[config.mk]
export PLATFORM = sky130hd
export DESIGN_NAME = rgb_to_hsv_convert
export DESIGN_NICKNAME = d
export VERILOG_FILES = /design/src/rhc_pkg.sv /design/src/rgb_to_hsv_convert.sv /design/src/rhc_front.sv /design/src/rhc_queue.sv /design/src/rhc_back.sv
export SDC_FILE = /design/constraint.sdc
export NUM_CORES = 2
export LEC_CHECK = 0
export BUFFER_PORTS_ARGS = -buffer_cell sky130_fd_sc_hd__buf_2
export CORE_ASPECT_RATIO = 0.6
export CORE_MARGIN = 5
export CORE_UTILIZATION = 50
export DETAILED_ROUTE_END_ITERATION = 16
export HOLD_SLACK_MARGIN = 0.05
export PLACE_DENSITY = 0.65
export SLEW_MARGIN = 25
export SYNTH_ARGS = -nofsm -noshare
export SYNTH_HDL_FRONTEND = slang
export SYNTH_SLANG_ARGS = --single-unit
[constraint.sdc]
create_clock -name clk -period 6.9 [get_ports clk]
set_clock_uncertainty 0.2 [all_clocks]
set_input_delay 0.69 -clock clk [delete_from_list [all_inputs] [get_ports clk]]
set_output_delay 0.69 -clock clk [all_outputs]
set_load 0.02 [all_outputs]
[src/rhc_pkg.sv]
// Shared widths, hue constants and item types for the RGB to HSV converter.
package rhc_pkg;

	// Channel width and derived widths
	localparam int CHAN_W = 8;
	localparam int HUE_W  = 15;
	// Quotient bits of the hue term; the term never exceeds one sixth of the circle
	localparam int HQ_W   = 12;
	localparam int HNUM_W = HQ_W + CHAN_W;
	localparam int NSTAGE = (HQ_W > CHAN_W) ? HQ_W : CHAN_W;

	localparam logic [CHAN_W-1:0] CHAN_MAX = '1;

	// Hue scale: 64 units per degree
	localparam logic [HQ_W-1:0]  HUE_SIXTH     = HQ_W'(3840);
	localparam logic [HUE_W-1:0] HUE_OFS_RED   = '0;
	localparam logic [HUE_W-1:0] HUE_OFS_GREEN = HUE_W'(7680);
	localparam logic [HUE_W-1:0] HUE_OFS_BLUE  = HUE_W'(15360);
	localparam logic [HUE_W-1:0] HUE_FULL      = HUE_W'(23040);
	localparam logic [HUE_W-1:0] HUE_MAX       = HUE_W'(23039);

	// Queue between the classifier and the divider pipeline
	localparam int MQ_DEPTH = 4;
	localparam int MQ_AW    = $clog2(MQ_DEPTH);

	// Result queue; deep enough to cover the whole divider pipeline in flight
	localparam int OQ_DEPTH = 2 ** $clog2(NSTAGE + 4);
	localparam int OQ_AW    = $clog2(OQ_DEPTH);

	// Classified pixel handed from front to back
	typedef struct packed {
		logic [2*CHAN_W-1:0] s_num;
		logic [CHAN_W-1:0]   mx;
		logic [HNUM_W-1:0]   h_num;
		logic [CHAN_W-1:0]   delta;
		logic                neg;
		logic                grey;
		logic [HUE_W-1:0]    ofs;
	} cls_t;

	// Finished result
	typedef struct packed {
		logic [HUE_W-1:0]  hue;
		logic [CHAN_W-1:0] sat;
		logic [CHAN_W-1:0] val;
	} res_t;

endpackage

[src/rgb_to_hsv_convert.sv]
// Top level of the RGB to HSV pixel converter.
// Converts one pixel of three unsigned channels to hue (1/64 degree units,
// 0 to 23039), saturation ((max-min)*255/max, truncated) and value (largest
// channel), with no state carried between pixels. Both sides look like a
// queue: write a pixel with push while full is low; read the oldest result
// while empty is low and take it with pop. One pixel per clock is sustained
// for as long as results are popped at the same pace. On its way to the
// result ports, a pixel is written by the classifier into a four-entry
// queue, then walks a twelve-stage restoring divider that yields one hue
// quotient bit per stage and one saturation quotient bit per stage until
// its eight bits are done, and the finished result lands in a sixteen-entry
// result queue. The divider pipeline only admits a pixel while a result slot
// is reserved for it, so the pipeline never stalls; when the reader holds off,
// the result queue fills, then the front queue fills and full rises.
module rgb_to_hsv_convert (
	input  logic                       clk,
	input  logic                       arst_n,
	input  logic                       push,
	output logic                       full,
	input  logic [rhc_pkg::CHAN_W-1:0] red,
	input  logic [rhc_pkg::CHAN_W-1:0] green,
	input  logic [rhc_pkg::CHAN_W-1:0] blue,
	output logic                       empty,
	input  logic                       pop,
	output logic [rhc_pkg::HUE_W-1:0]  hue,
	output logic [rhc_pkg::CHAN_W-1:0] saturation,
	output logic [rhc_pkg::CHAN_W-1:0] brightness
);

	rhc_pkg::cls_t cls;
	rhc_pkg::cls_t mq_item;
	logic          mq_empty;
	logic          mq_pop;
	rhc_pkg::res_t res;

	// Classify the incoming pixel: extremes, sector, dividends
	rhc_front u_front (
		.red   (red),
		.green (green),
		.blue  (blue),
		.cls   (cls)
	);

	// Hold classified pixels until the divider pipeline has room
	rhc_queue u_queue (
		.clk     (clk),
		.arst_n  (arst_n),
		.wr_en   (push),
		.wr_item (cls),
		.full    (full),
		.rd_en   (mq_pop),
		.rd_item (mq_item),
		.empty   (mq_empty)
	);

	// Divide, assemble hue and queue the results
	rhc_back u_back (
		.clk      (clk),
		.arst_n   (arst_n),
		.in_empty (mq_empty),
		.in_pop   (mq_pop),
		.in_item  (mq_item),
		.pop      (pop),
		.empty    (empty),
		.res      (res)
	);

	assign hue        = res.hue;
	assign saturation = res.sat;
	assign brightness = res.val;

endmodule

[src/rhc_front.sv]
// Pixel classifier: largest and smallest channel, hue sector, dividends and divisors.
module rhc_front (
	input  logic [rhc_pkg::CHAN_W-1:0] red,
	input  logic [rhc_pkg::CHAN_W-1:0] green,
	input  logic [rhc_pkg::CHAN_W-1:0] blue,
	output rhc_pkg::cls_t              cls
);

	logic [rhc_pkg::CHAN_W-1:0] mx;
	logic [rhc_pkg::CHAN_W-1:0] mn;
	logic [rhc_pkg::CHAN_W-1:0] opa;
	logic [rhc_pkg::CHAN_W-1:0] opb;
	logic [rhc_pkg::CHAN_W-1:0] diff;
	logic [rhc_pkg::CHAN_W-1:0] delta;
	logic [rhc_pkg::HUE_W-1:0]  ofs;

	always_comb begin
		mx = red;
		mn = red;
		if (green > mx) mx = green;
		if (blue > mx) mx = blue;
		if (green < mn) mn = green;
		if (blue < mn) mn = blue;

		// Sector by largest channel, red over green over blue on ties
		if (red == mx) begin
			opa = green;
			opb = blue;
			ofs = rhc_pkg::HUE_OFS_RED;
		end else if (green == mx) begin
			opa = blue;
			opb = red;
			ofs = rhc_pkg::HUE_OFS_GREEN;
		end else begin
			opa = red;
			opb = green;
			ofs = rhc_pkg::HUE_OFS_BLUE;
		end

		diff  = (opa >= opb) ? (opa - opb) : (opb - opa);
		delta = mx - mn;

		cls.s_num = {{rhc_pkg::CHAN_W{1'b0}}, delta} * {{rhc_pkg::CHAN_W{1'b0}}, rhc_pkg::CHAN_MAX};
		cls.mx    = mx;
		cls.h_num = {{rhc_pkg::HQ_W{1'b0}}, diff} * {{rhc_pkg::CHAN_W{1'b0}}, rhc_pkg::HUE_SIXTH};
		cls.delta = delta;
		cls.neg   = (opa < opb);
		cls.grey  = (mx == mn);
		cls.ofs   = ofs;
	end

endmodule

[src/rhc_queue.sv]
// Short queue of classified pixels between the classifier and the divider pipeline.
module rhc_queue (
	input  logic          clk,
	input  logic          arst_n,
	input  logic          wr_en,
	input  rhc_pkg::cls_t wr_item,
	output logic          full,
	input  logic          rd_en,
	output rhc_pkg::cls_t rd_item,
	output logic          empty
);

	rhc_pkg::cls_t                mem_q [rhc_pkg::MQ_DEPTH];
	logic [rhc_pkg::MQ_AW-1:0]    wr_ptr_q;
	logic [rhc_pkg::MQ_AW-1:0]    rd_ptr_q;
	logic [rhc_pkg::MQ_AW:0]      cnt_q;
	logic                         do_wr;
	logic                         do_rd;

	assign full    = (cnt_q == (rhc_pkg::MQ_AW+1)'(rhc_pkg::MQ_DEPTH));
	assign empty   = (cnt_q == '0);
	assign do_wr   = wr_en && !full;
	assign do_rd   = rd_en && !empty;
	assign rd_item = mem_q[rd_ptr_q];

	always_ff @(posedge clk or negedge arst_n) begin
		if (!arst_n) begin
			wr_ptr_q <= '0;
			rd_ptr_q <= '0;
			cnt_q    <= '0;
		end else begin
			if (do_wr) wr_ptr_q <= wr_ptr_q + 1'b1;
			if (do_rd) rd_ptr_q <= rd_ptr_q + 1'b1;
			if (do_wr && !do_rd) cnt_q <= cnt_q + 1'b1;
			else if (!do_wr && do_rd) cnt_q <= cnt_q - 1'b1;
		end
	end

	always_ff @(posedge clk) begin
		if (do_wr) mem_q[wr_ptr_q] <= wr_item;
	end

endmodule

[src/rhc_back.sv]
// Divider pipeline for hue and saturation, hue assembly and the result queue.
module rhc_back (
	input  logic          clk,
	input  logic          arst_n,
	input  logic          in_empty,
	output logic          in_pop,
	input  rhc_pkg::cls_t in_item,
	input  logic          pop,
	output logic          empty,
	output rhc_pkg::res_t res
);

	typedef struct packed {
		logic [rhc_pkg::CHAN_W-1:0] h_rem;
		logic [rhc_pkg::HQ_W-1:0]   h_lo;
		logic [rhc_pkg::HQ_W-1:0]   h_q;
		logic [rhc_pkg::CHAN_W-1:0] delta;
		logic [rhc_pkg::CHAN_W-1:0] s_rem;
		logic [rhc_pkg::CHAN_W-1:0] s_lo;
		logic [rhc_pkg::CHAN_W-1:0] s_q;
		logic [rhc_pkg::CHAN_W-1:0] mx;
		logic                       neg;
		logic                       grey;
		logic [rhc_pkg::HUE_W-1:0]  ofs;
	} stg_t;

	// One restoring division step: bring in one dividend bit, subtract if it fits
	function automatic logic [rhc_pkg::CHAN_W:0] div_step(
		input logic [rhc_pkg::CHAN_W-1:0] rem,
		input logic                       nbit,
		input logic [rhc_pkg::CHAN_W-1:0] dvs
	);
		logic [rhc_pkg::CHAN_W:0] t;
		logic [rhc_pkg::CHAN_W:0] d;
		logic                     ge;
		t  = {rem, nbit};
		d  = t - {1'b0, dvs};
		ge = (t >= {1'b0, dvs});
		// upper bit: quotient bit; lower bits: new remainder
		return {ge, ge ? d[rhc_pkg::CHAN_W-1:0] : t[rhc_pkg::CHAN_W-1:0]};
	endfunction

	stg_t                        stg_q [rhc_pkg::NSTAGE+1];
	stg_t                        nxt   [rhc_pkg::NSTAGE];
	logic [rhc_pkg::NSTAGE:0]    vld_q;
	logic [rhc_pkg::OQ_AW:0]     used_q;
	logic                        take;
	logic                        deq;

	rhc_pkg::res_t               oq_q [rhc_pkg::OQ_DEPTH];
	logic [rhc_pkg::OQ_AW-1:0]   owp_q;
	logic [rhc_pkg::OQ_AW-1:0]   orp_q;
	logic [rhc_pkg::OQ_AW:0]     ocnt_q;
	rhc_pkg::res_t               fin;
	stg_t                        last;
	logic [rhc_pkg::HUE_W:0]     mag;
	logic [rhc_pkg::HUE_W:0]     hsum;

	// Take a pixel only while a result slot is reserved for it
	assign take   = !in_empty && (used_q < (rhc_pkg::OQ_AW+1)'(rhc_pkg::OQ_DEPTH));
	assign in_pop = take;
	assign empty  = (ocnt_q == '0);
	assign deq    = pop && !empty;
	assign res    = oq_q[orp_q];

	generate
		for (genvar j = 0; j < rhc_pkg::NSTAGE; j++) begin : g_stage
			logic [rhc_pkg::CHAN_W:0] hs;
			logic [rhc_pkg::CHAN_W:0] ss;
			if (j < rhc_pkg::HQ_W) begin : g_hue
				assign hs = div_step(stg_q[j].h_rem, stg_q[j].h_lo[rhc_pkg::HQ_W-1-j],
					stg_q[j].delta);
			end else begin : g_hue_idle
				assign hs = {1'b0, stg_q[j].h_rem};
			end
			if (j < rhc_pkg::CHAN_W) begin : g_sat
				assign ss = div_step(stg_q[j].s_rem, stg_q[j].s_lo[rhc_pkg::CHAN_W-1-j],
					stg_q[j].mx);
			end else begin : g_sat_idle
				assign ss = {1'b0, stg_q[j].s_rem};
			end

			always_comb begin
				nxt[j] = stg_q[j];
				if (j < rhc_pkg::HQ_W) begin
					nxt[j].h_rem = hs[rhc_pkg::CHAN_W-1:0];
					nxt[j].h_q   = {stg_q[j].h_q[rhc_pkg::HQ_W-2:0], hs[rhc_pkg::CHAN_W]};
				end
				if (j < rhc_pkg::CHAN_W) begin
					nxt[j].s_rem = ss[rhc_pkg::CHAN_W-1:0];
					nxt[j].s_q   = {stg_q[j].s_q[rhc_pkg::CHAN_W-2:0], ss[rhc_pkg::CHAN_W]};
				end
			end

			always_ff @(posedge clk) begin
				stg_q[j+1] <= nxt[j];
			end
		end
	endgenerate

	// Load the first stage from the queue head
	always_ff @(posedge clk) begin
		stg_q[0].h_rem <= in_item.h_num[rhc_pkg::HNUM_W-1:rhc_pkg::HQ_W];
		stg_q[0].h_lo  <= in_item.h_num[rhc_pkg::HQ_W-1:0];
		stg_q[0].h_q   <= '0;
		stg_q[0].delta <= in_item.delta;
		stg_q[0].s_rem <= in_item.s_num[2*rhc_pkg::CHAN_W-1:rhc_pkg::CHAN_W];
		stg_q[0].s_lo  <= in_item.s_num[rhc_pkg::CHAN_W-1:0];
		stg_q[0].s_q   <= '0;
		stg_q[0].mx    <= in_item.mx;
		stg_q[0].neg   <= in_item.neg;
		stg_q[0].grey  <= in_item.grey;
		stg_q[0].ofs   <= in_item.ofs;
	end

	// Hue assembly: zero for grey, else offset plus or minus the term, wrapped into one turn
	always_comb begin
		last = stg_q[rhc_pkg::NSTAGE];
		mag  = {{(rhc_pkg::HUE_W+1-rhc_pkg::HQ_W){1'b0}}, last.h_q};
		if (last.grey) begin
			hsum = '0;
		end else if (!last.neg || (mag == '0)) begin
			hsum = {1'b0, last.ofs} + mag;
		end else if ({1'b0, last.ofs} >= mag) begin
			hsum = {1'b0, last.ofs} - mag;
		end else begin
			hsum = {1'b0, last.ofs} + {1'b0, rhc_pkg::HUE_FULL} - mag;
		end
		fin.hue = hsum[rhc_pkg::HUE_W-1:0];
		fin.sat = (last.mx == '0) ? '0 : last.s_q;
		fin.val = last.mx;
	end

	always_ff @(posedge clk or negedge arst_n) begin
		if (!arst_n) begin
			vld_q  <= '0;
			used_q <= '0;
			owp_q  <= '0;
			orp_q  <= '0;
			ocnt_q <= '0;
		end else begin
			vld_q <= {vld_q[rhc_pkg::NSTAGE-1:0], take};
			if (take && !deq) used_q <= used_q + 1'b1;
			else if (!take && deq) used_q <= used_q - 1'b1;
			if (vld_q[rhc_pkg::NSTAGE]) owp_q <= owp_q + 1'b1;
			if (deq) orp_q <= orp_q + 1'b1;
			if (vld_q[rhc_pkg::NSTAGE] && !deq) ocnt_q <= ocnt_q + 1'b1;
			else if (!vld_q[rhc_pkg::NSTAGE] && deq) ocnt_q <= ocnt_q - 1'b1;
		end
	end

	always_ff @(posedge clk) begin
		if (vld_q[rhc_pkg::NSTAGE]) oq_q[owp_q] <= fin;
	end

endmodule

==> flow_results.org <==
** Placement
- Half-perimeter wire length after detailed placement :: 70000 um
- Timing analysis after detailed placement gives a worst setup slack of -2.59 ns.
- Input and output buffers added on the ports amount to 60.
- Weighted congestion at the end of routability-driven global placement :: 0.909

** Setup path
- The critical path is of the primary input to flop type.
- Top Family by Delay on Critical Path :: adder cells
- FF-to-FF path depth :: 10
- The setup check on the worst reg-to-reg path leaves a slack of 2.39 ns.
- Critical Path Source Type :: primary input
- Crit-path slowest cell :: sky130_fd_sc_hd__fa_1
- Buf/Inv on CP :: 8
- Reg2Reg Capture Point :: u_back.oq_q[1][21]
- STA classifies the critical path endpoint as a flop.
- Crit path largest cell delay :: 0.57 ns
- In this run the worst path has a maximum fanout of 6.
- STA puts the critical path data arrival time at 8.70 ns.
- In this run the critical register-to-register path is launched from u_back.stg_q[1][368].
- Counting stages on the worst path, the most repeated cell is sky130_fd_sc_hd__fa_1.
- Required time of the critical path :: 7.17 ns

** Synth
- Synthesis inferred 1335 register bits.
- Main combinational cell family by area after synthesis :: multiplexers
- Number of different library cells in the post-synthesis netlist :: 74
- Synth Area per Inst :: 14.9 um^2
- Part of the Yosys area used for sequential elements :: 63.2%
- Post-Synthesis Cell Area :: 0.0535 mm^2
- Synth warn :: 0
- Cell count after synthesis :: 3593
- Share of synthesized area spent on multiplexers :: 12.3%
- The synthesized netlist devotes 4.99% of its cell area to compound gates.
- Summing the areas of all fa, ha and maj instances in the mapped netlist gives 9.21% of the synthesized area.
- The synthesized design contains 688 enable-type register cells.
- Summing the areas of all xor and xnor instances in the mapped netlist gives 2.36% of the synthesized area.
- The number of nets in the synthesized netlist is 3974.
- In the synthesized netlist the dominant register cell turns out to be sky130_fd_sc_hd__edfxtp_1.
- Synth async-reset ratio :: 2.85%
- Simple-gate area share of the yosys netlist :: 4.86%

** Clocking
- Clock tree from TritonCTS :: done
- Buffer cell driving the clock tree root :: sky130_fd_sc_hd__clkbuf_16
- For this design, the sink count on the clock tree is 1335.
- Max clock buf depth :: 3
- Clock tree synthesis inserted a total of 111 buffers.
- Worst-path clk slew :: 0.07 ns
- For the worst-skew pair, the clock arrives at the later sink with an insertion delay of 0.70 ns.
- The H-tree was split into 3 levels.

** Floorplan
- Total core area :: 0.107 mm^2
- Starting Density :: 50.1%
- The floorplan step set the die width to 432 um.
- Row count :: 93
- Die height :: 263 um
- Area of the die :: 0.114 mm^2
- Pin placement for this block handled 61 I/O pins.

** Final layout
- Fill cells in the final layout number 8060.
- Cells with a size suffix above 1 make up 28.3% of the layout.
- In the layout the commonest cells are sky130_fd_sc_hd__edfxtp_1, sky130_fd_sc_hd__dfxtp_1, sky130_fd_sc_hd__inv_1.
- Compared with the post-synthesis result, the final layout area differs by 19.0%.
- The library cell used most frequently in the layout, excluding fill and tap cells, is sky130_fd_sc_hd__edfxtp_1.
- Net count of the finished layout :: 4419

** Timing
- Setup repair after global routing could not meet its margin everywhere.
- Max-slew violation count :: 0
- Setup violations remaining at the end of the flow were counted as 77.
- Actual slew at the worst max-slew pin :: 1.08 ns
- Max Fclk :: 119 MHz
- Tightest slew margin relative to the limit :: 27.6%
- Final hold violations :: 0
- Fraction of the cycle the final worst path needs :: 122%
- Final worst slack :: -1.53 ns
- Shortest period the worst path allows :: 8.43 ns

** Drt
- Avg WL per Cell :: 19.8 um
- The first detailed-routing pass ran for 5 iterations.
- Routed via count :: 29500
- The routed design has 110000 um of wire.
- Dividing the detail-routed via count by the number of cells gives 5.30.
- Final ANT Viol Nets :: 0
- After detailed routing, the number of remaining DRC violations is 0.
- DRC marker count from the first detailed-route iteration :: 2405

** Global routing
- The number of antenna violations at the first check in global routing came to 0.
- Vias in the first global route :: 29500
- Tot GR Track Use :: 19.5%
- Entering global routing, the biggest net connects 58 pins.
- After global routing the overflow that remains totals 0.
- The first global-routing pass estimated 174000 um of wire.

** Hold path
- In this run the worst hold path is classified as flop to flop.
- The worst hold path was traced through 0 stages.
- The startpoint identified for the worst hold timing path is u_back.stg_q[0][283].
- The path with the worst hold slack has its endpoint at u_back.stg_q[0][372].

** Run status
- Violations in the final reports :: setup timing
- The run finished, with violations left.

** Job
- Max capacitance violation total :: 0
==> synth_stat cells, types with 39 or more instances <==
| library cell | n | area [um^2] |
|---|---|---|
| sky130_fd_sc_hd__nor2b_1 | 48 | 300 |
| sky130_fd_sc_hd__mux2i_1 | 66 | 661 |
| sky130_fd_sc_hd__inv_1 | 354 | 1330 |
| sky130_fd_sc_hd__o21ai_0 | 119 | 596 |
| sky130_fd_sc_hd__dfxtp_1 | 609 | 12200 |
| sky130_fd_sc_hd__nand2_1 | 89 | 334 |
| sky130_fd_sc_hd__edfxtp_1 | 688 | 20700 |
| sky130_fd_sc_hd__mux2_2 | 120 | 1350 |
| sky130_fd_sc_hd__nor2_1 | 200 | 751 |
| sky130_fd_sc_hd__a21oi_1 | 85 | 425 |
| sky130_fd_sc_hd__xnor2_1 | 98 | 858 |
| sky130_fd_sc_hd__nand4_1 | 39 | 244 |
| sky130_fd_sc_hd__ha_1 | 286 | 3580 |
| sky130_fd_sc_hd__fa_1 | 67 | 1340 |
| sky130_fd_sc_hd__a21o_1 | 41 | 308 |
| sky130_fd_sc_hd__a21boi_0 | 43 | 323 |
| sky130_fd_sc_hd__xor2_1 | 46 | 403 |
| sky130_fd_sc_hd__clkbuf_1 | 59 | 221 |
| sky130_fd_sc_hd__mux4_2 | 203 | 4570 |
==> metrics by stage <==
step	cell area, um^2	TNS [ns]	instances	util, %	hold slack (ns)
after floorplan	54100	-119.75	3593	-	0.110
after global placement	58000	-153.62	5285	54.3	0.110
after detailed placement	58000	-171.86	5286	54.3	0.112
after CTS	62900	-63.47	5531	58.9	0.0943
after global routing	63700	-98.23	5559	59.6	0.111
final	63700	-83.57	5560	59.6	0.103
==> worst register-to-register path, stage by stage (launching register included) <==
cell and delay [ns]:
sky130_fd_sc_hd__dfxtp_1 0.57, sky130_fd_sc_hd__inv_1 0.20, sky130_fd_sc_hd__ha_1 0.48, sky130_fd_sc_hd__and3b_1 0.22, sky130_fd_sc_hd__a41oi_1 0.35, sky130_fd_sc_hd__nand2_1 0.13, sky130_fd_sc_hd__a21oi_1 0.54, sky130_fd_sc_hd__mux2_2 0.44
sky130_fd_sc_hd__a21oi_1 0.20, sky130_fd_sc_hd__xnor2_1 0.09, sky130_fd_sc_hd__nor2_1 0.74
==> timing repair <==
item                                   CTS  global route
gates resized for setup                147           103
pin swaps                              100            89
setup endpoints to repair               88            88
buffers inserted                        44            31
hold buffers                             1             0
endpoints found under the hold margin   38             0
==> kinds of logic after synthesis <==
family / after synthesis
DFF: 1335
and+or+nand+nor: 530
buffers and inverters: 435
AOI/OAI and AO/OA: 405
muxes: 390
adders and majority gates: 354
xor gates and xnor gates: 144
==> how the worst max path moves through the flow <==
| stage | slack, ns | end | start | cells past startpoint |
|---|---|---|---|---|
| 4_1_cts | -1.29 | u_queue.mem_q[3][36] | red[2] | 37 |
| 6_report | -1.53 | u_queue.mem_q[3][59] | red[2] | 39 |
| 5_1_grt | -1.74 | u_queue.mem_q[0][35] | red[2] | 38 |
| 3_5_place_dp | -2.59 | u_queue.mem_q[0][36] | red[7] | 37 |
| 2_1_floorplan | -2.17 | u_queue.mem_q[0][36] | red[4] | 38 |
| 3_3_place_gp | -2.35 | u_queue.mem_q[3][36] | red[7] | 37 |
==> layer usage <==
layer | global-route usage (%) | up-vias | part of all wire, %
met3 | 3.55 | 133 | 6.1
li1 | - | 13900 | -
met1 | 31.8 | 14600 | 51
met4 | 3.83 | 0 | 1.4
met5 | 0 | - | 0
met2 | 27.3 | 818 | 42
==> flip-flops by register name, summed over array words and instances, names as in the netlist <==
name and flops:
u_queue.wr_ptr_q 2, u_back.stg_q 609, u_back.orp_q 4, u_back.oq_q 496
u_back.ocnt_q 5, u_queue.mem_q 192, u_back.vld_q 13, u_queue.cnt_q 3
u_back.used_q 5, u_back.owp_q 4, u_queue.rd_ptr_q 2
==> final cells by class <==
cell class / instances / area (um^2) / share of cell area, %
Multi-Input combinational cell: 1823 / 19700 / 30.9
Sequential cell: 1335 / 33800 / 53.1
Clock inverter: 51 / 573 / 0.900
Tap cell: 1425 / 1780 / 2.80
Inverter: 355 / 1360 / 2.14
Clock buffer: 158 / 3250 / 5.11
Antenna cell: 1 / 2.50 / 0.00393
Timing Repair Buffer: 412 / 3190 / 5.01
Power is left out: the tool's default activity adds up to more than one toggle a clock period on the data nets, which glitch-free logic cannot reach.
